--- config.mk ---
export PLATFORM = sky130hd
export DESIGN_NAME = tscc_fifo
export DESIGN_NICKNAME = d
export VERILOG_FILES = /design/src/rtl/tscc_fifo.sv
export SDC_FILE = /design/constraint.sdc
export NUM_CORES = 1
export LEC_CHECK = 0
export BUFFER_PORTS_ARGS = -buffer_cell sky130_fd_sc_hd__buf_2
export CAP_MARGIN = 20
export CORE_MARGIN = 10
export CORE_UTILIZATION = 50
export DETAILED_ROUTE_END_ITERATION = 16
export PLACE_DENSITY = 0.9
export REMOVE_ABC_BUFFERS = 1
export SYNTH_ARGS = -nofsm -noshare
export SYNTH_HDL_FRONTEND = slang
export SYNTH_SLANG_ARGS = --single-unit
--- constraint.sdc ---
create_clock -name aclk -period 2.2 [get_ports aclk]
set_input_delay 0.33 -clock aclk [delete_from_list [all_inputs] [get_ports aclk]]
set_output_delay 0.33 -clock aclk [all_outputs]
set_load 0.05 [all_outputs]
--- src/rtl/tscc_fifo.sv ---
`timescale 1ns / 1ps
// ----------------------------------------------------------------------------
// tscc_fifo: small synchronous queue
// Register-based FIFO with valid/ready on both sides and a fill level.
// ----------------------------------------------------------------------------
module tscc_fifo #(
    parameter int W     = 8,
    parameter int DEPTH = 2
) (
    input  logic                         aclk,
    input  logic                         aresetn,
    input  logic                         push_valid,
    output logic                         push_ready,
    input  logic [W-1:0]                 push_data,
    output logic                         pop_valid,
    input  logic                         pop_ready,
    output logic [W-1:0]                 pop_data,
    output logic [$clog2(DEPTH+1)-1:0]   level
);
    localparam int AW = (DEPTH > 1) ? $clog2(DEPTH) : 1;
    localparam int LW = $clog2(DEPTH + 1);

    logic [W-1:0]  mem_reg [DEPTH];
    logic [AW-1:0] wr_ptr_reg, wr_ptr_next;
    logic [AW-1:0] rd_ptr_reg, rd_ptr_next;
    logic [LW-1:0] level_reg, level_next;
    logic          do_push, do_pop;

    assign push_ready = (level_reg != LW'(DEPTH));
    assign pop_valid  = (level_reg != '0);
    assign pop_data   = mem_reg[rd_ptr_reg];
    assign level      = level_reg;
    assign do_push    = push_valid && push_ready;
    assign do_pop     = pop_valid && pop_ready;

    always_comb begin
        wr_ptr_next = wr_ptr_reg;
        rd_ptr_next = rd_ptr_reg;
        if (do_push) begin
            wr_ptr_next = (wr_ptr_reg == AW'(DEPTH - 1)) ? '0 : wr_ptr_reg + 1'b1;
        end
        if (do_pop) begin
            rd_ptr_next = (rd_ptr_reg == AW'(DEPTH - 1)) ? '0 : rd_ptr_reg + 1'b1;
        end
        unique case ({do_push, do_pop})
            2'b10:   level_next = level_reg + 1'b1;
            2'b01:   level_next = level_reg - 1'b1;
            default: level_next = level_reg;
        endcase
    end

    always_ff @(posedge aclk) begin
        if (!aresetn) begin
            wr_ptr_reg <= '0;
            rd_ptr_reg <= '0;
            level_reg  <= '0;
        end else begin
            wr_ptr_reg <= wr_ptr_next;
            rd_ptr_reg <= rd_ptr_next;
            level_reg  <= level_next;
        end
    end

    always_ff @(posedge aclk) begin
        if (do_push) begin
            mem_reg[wr_ptr_reg] <= push_data;
        end
    end

endmodule

# After elaboration in Yosys (flattened, before gate mapping)
# Memory sizes are Yosys's and may differ from the RTL's. A register that Yosys moved wholly into a read port is not among the register bits.
# Index checks and enable logic that the tools add are counted.
[totals]
regBits = 4
mem_bits_rw = 16
out_inout_bits = 12
wordCells = 22
memories = 1
[memory_table]
columns = ["name", "words", "width", "rd", "rd_clocked_by_memory_dff", "write_ports", "line_no", "source"]
rows = [
  ["mem_reg", 2, 8, 1, 1, 1, "23", "logic [W-1:0] mem_reg [DEPTH];"],
]
[classes]
add_sub_neg = 4
n_eq_ne = 3
n_mux = 7
reduce_logical = 4
[ops]
columns = ["operator", "n"]
rows = [
  ["1-bit two-way mux", 6],
  ["2-bit one-hot mux with 2 select lines", 1],
  ["2-bit nonzero test", 2],
  ["1-bit adder, second input constant", 2],
  ["2-bit by 1-bit adder with 2-bit output, second input constant", 1],
  ["2-bit by 1-bit equality test with 1-bit output, second input constant", 1],
  ["2-bit equality test, second input constant", 1],
  ["1-bit logical AND", 2],
  ["2-bit != test, second input constant", 1],
  ["2-bit by 1-bit subtractor with 2-bit output, second input constant", 1],
]

# Depth between registers and ports, before layout
[depth]
depth_word = 4
ltp_mapped = 6

# Worst setup path after synthesis
# Ideal clock, no wire load.
[synth_path]
path_type = "reg-to-reg"
from = "register level_reg[0], in the netlist level[0]"
to = "register level_reg[1], in the netlist level[1]"
setup_time_ps = 70
t_arrival_ps = 2152
slack_ps = -22
stages_incl_launch_ff = 6
synth_period_minus_slack_ps = 2222
path_cell_list = "dfxtp_1 -> nand2b_1 -> nand2_1 -> ha_1 -> or3_1 -> a21boi_1"
[synth_between]
elab_chain_len = 4
elab_cells_between_ends = 10
classes_between = "2 x add/sub; 3 x eq/ne; 1 x mux; 4 x reduce/logical"
[synth_rtl]
columns = ["element", "line_no", "source"]
rows = [
  ["start, declared", "26", "logic [LW-1:0] level_reg, level_next;"],
  ["start signal, assigned", "60", "level_reg <= level_next;"],
  ["2-bit != test (*)", "29", "assign push_ready = (level_reg != LW'(DEPTH));"],
  ["net push_ready", "13", "output logic push_ready,"],
  ["1-bit logical AND (*)", "33", "assign do_push = push_valid && push_ready;"],
  ["2-bit by 1-bit equality test with 1-bit output / 2-bit equality test (equally long branches)", "45", "unique case ({do_push, do_pop})"],
  ["2-bit one-hot mux with 2 select lines / 2-bit nonzero test (equally long branches)", "--", ""],
]
# Mark *: on every way through the listed nets, which the timed path passes. The rest lies on a longest branch.
# A chain may end at the register's enable or synchronous reset.

==> flow_summary.toml <==
[worst_setup_path]
end_kind = "primary output"
cp.required_ps = 1870
cp-start-kind = "register"
path_max_fanout = 8
critPathKind = "reg -> out"
critical_path_arrival_ps = 1430

[die]
die_x_um = 60.3
rows = 14
die-area_sq_um = 3630
core_sq_um = 1520
start_util = 0.532
die_y_um = 60.3
io_pins = 24

[yosys]
synth.distinct_cells = 20
post-synth-top-area-fraction = 0.593
ys.warnings.count = 0
synthTopCellsByArea = "edfxtp_1 (59%), dfxtp_1 (12%), mux2_2 (11%)"
synth_most_common_cell = "edfxtp_1"
synth_top_area_cell = "edfxtp_1"
ys_ff_latch = 21
yosysSeqAreaShare = 0.716
netlist_instances = 49
syn_avg_cell_area_sq_um = 16.5
ys_top_cells_by_count = "edfxtp_1 (16), mux2_2 (8), dfxtp_1 (5)"
synth_enable_flop_cells = 16
synthArstFlopShare = 0
ys.flop_type = "edfxtp_1"
synth_area_sq_um = 811

[pwr]
p_sw_uw = 618
p_int_uw = 781
switching_share = 0.441
power_frac_seq = 0.408
p_per_area_nw_per_um2 = 1450
clkPwrFrac = 0.126
comb_power_share = 0.466
ir_drop_v = 0.000924
p_leak_uw = 0.000383

[placement]
post_dp_cell_area_sq_um = 941
place.detailed.hpwl_mm = 1.15
place.port_buffers = 23
routabilityCongestion = 0.726

[cts]
htree_num_levels = 1
cts_setup_buffers = 0
numClockSinks = 21
cts_buffers = 3
clkSlewWorstSetupHoldPaths_ps = 110
clk_latency_ps = 300
cts_resized = 0
tritoncts = "done"
root_buffer = "clkbuf_4"
cts_hold_buf = 0
clock_path_buffers = 2

[sta]
slew_viol_final = 0
post-route-min-period_ps = 1760
rsz0062_at_grt = "false"
hold_violations = 0
worst_pin_slew_ps = 374
fin_crit_sh = 0.801
fin_skew_ps = 5.45
setup_viol = 0
max_freq_mhz = 567
relSlewSlack = 0.751

[routing]
drtIter0Drc = 8
viasPerCell = 5.18
routed_wl_mm = 1.44
wire_per_inst_um = 15.8
drc = 0
num_vias = 471
drtPass1Iterations = 4
ant_nets = 0

[finish]
final_nets = 89
seq_area_sq_um = 581
fin_util = 0.635
multi_input_area_sq_um = 221
fillers = 125
drive_gt1_frac = 0.480
largest_reg_flops = 16
antenna_cells = 0
area_delta_synth_final_pct = 19.3
finalInstanceArea_sq_um = 967

[global_route]
grt_pass1_vias = 515
grt_max_degree = 12
antenna_found_initial = 0
overflow = 0
grt_usage = 0.0849
grt_first_pass_wirelength_mm = 2.26

[job]
cap_viol_max_count = 0

[outcome]
outcome = "completed"

[min_path]
hold_class = "in -> reg"
==> placed cells by master, fill, tap and decap left out, drive strengths merged <==
master	count
a21bo	1
a21boi	2
and2	1
and3	1
buf	23
clkbuf	4
dfxtp	5
edfxtp	16
ha	1
inv	1
mux2	8
nand2	1
nand2b	1
nand3b	1
nor2b	2
o21a	1
o21ai	1
or2	1
or3	1
xnor2	3
==> routing by layer <==
metal  routed length [um]  share of wire  vias to the layer above  global-route usage
li1                     -              -                      229                   -
met1                  557           0.39                      221              0.0844
met2                  723           0.50                       18               0.143
met3                  130          0.090                        3              0.0381
met4                   29          0.020                        0              0.0481
met5                    0              0                        -                   0
==> kinds of logic (layout without fill, tap and decap cells) <==
group,Yosys count,in the layout,synth area share
fa+ha+maj,1,1,0.0154
simple gates,9,9,0.0679
flops,21,21,0.716
xor+xnor,3,3,0.0324
mux,8,8,0.111
compound gates,5,5,0.0463
buf+inv,2,28,0.0108
==> layout make-up <==
type | instances | area share
clock buffers | 4 | 0.0272
multi-input cells | 26 | 0.229
well taps | 16 | 0.0207
repair buffers | 23 | 0.119
inverters | 1 | 0.00388
flip-flops and latches | 21 | 0.600
==> power by group through the flow <==
stage | sequential [uW] | clock [uW] | combinational [uW]
floorplan | 625 | 0 | 470
global route | 583 | 202 | 689
global placement | 573 | 0 | 647
finish | 571 | 176 | 652
detailed placement | 581 | 0 | 659
CTS | 573 | 182 | 661
==> final timing paths <==
kind                            cells after the start                       to                   from  slack (ps)
worst min-delay path                                1  mem_reg[1][5]$_DFFE_PP_           push_data[5]         220
worst max register to register                      5    level[1]$_SDFFE_PN0P_  level[0]$_SDFFE_PN0P_         610
worst min register to register                      2    level[1]$_SDFFE_PN0P_  level[1]$_SDFFE_PN0P_         550
worst max-delay path                                2              pop_data[4]               register         440
==> worst max-delay path, cell delays in order (launching register included) <==
cell	delay (ps)
dfxtp_1	540
mux2_2	380
buf_2	210
==> through the flow <==
stage                     power, uW  setup WS (ps)  setup TNS, ps  std cells  hold slack (ps)
final                          1400            437              0         91              216
after global routing           1470            343              0         91              189
after CTS                      1420            409              0         91              208
after detailed placement       1240            605              0         87              522
after global placement         1220            705              0         87              510
after floorplan                1100          -21.9          -21.9         48              429
Power figures use the tool's default switching activity.
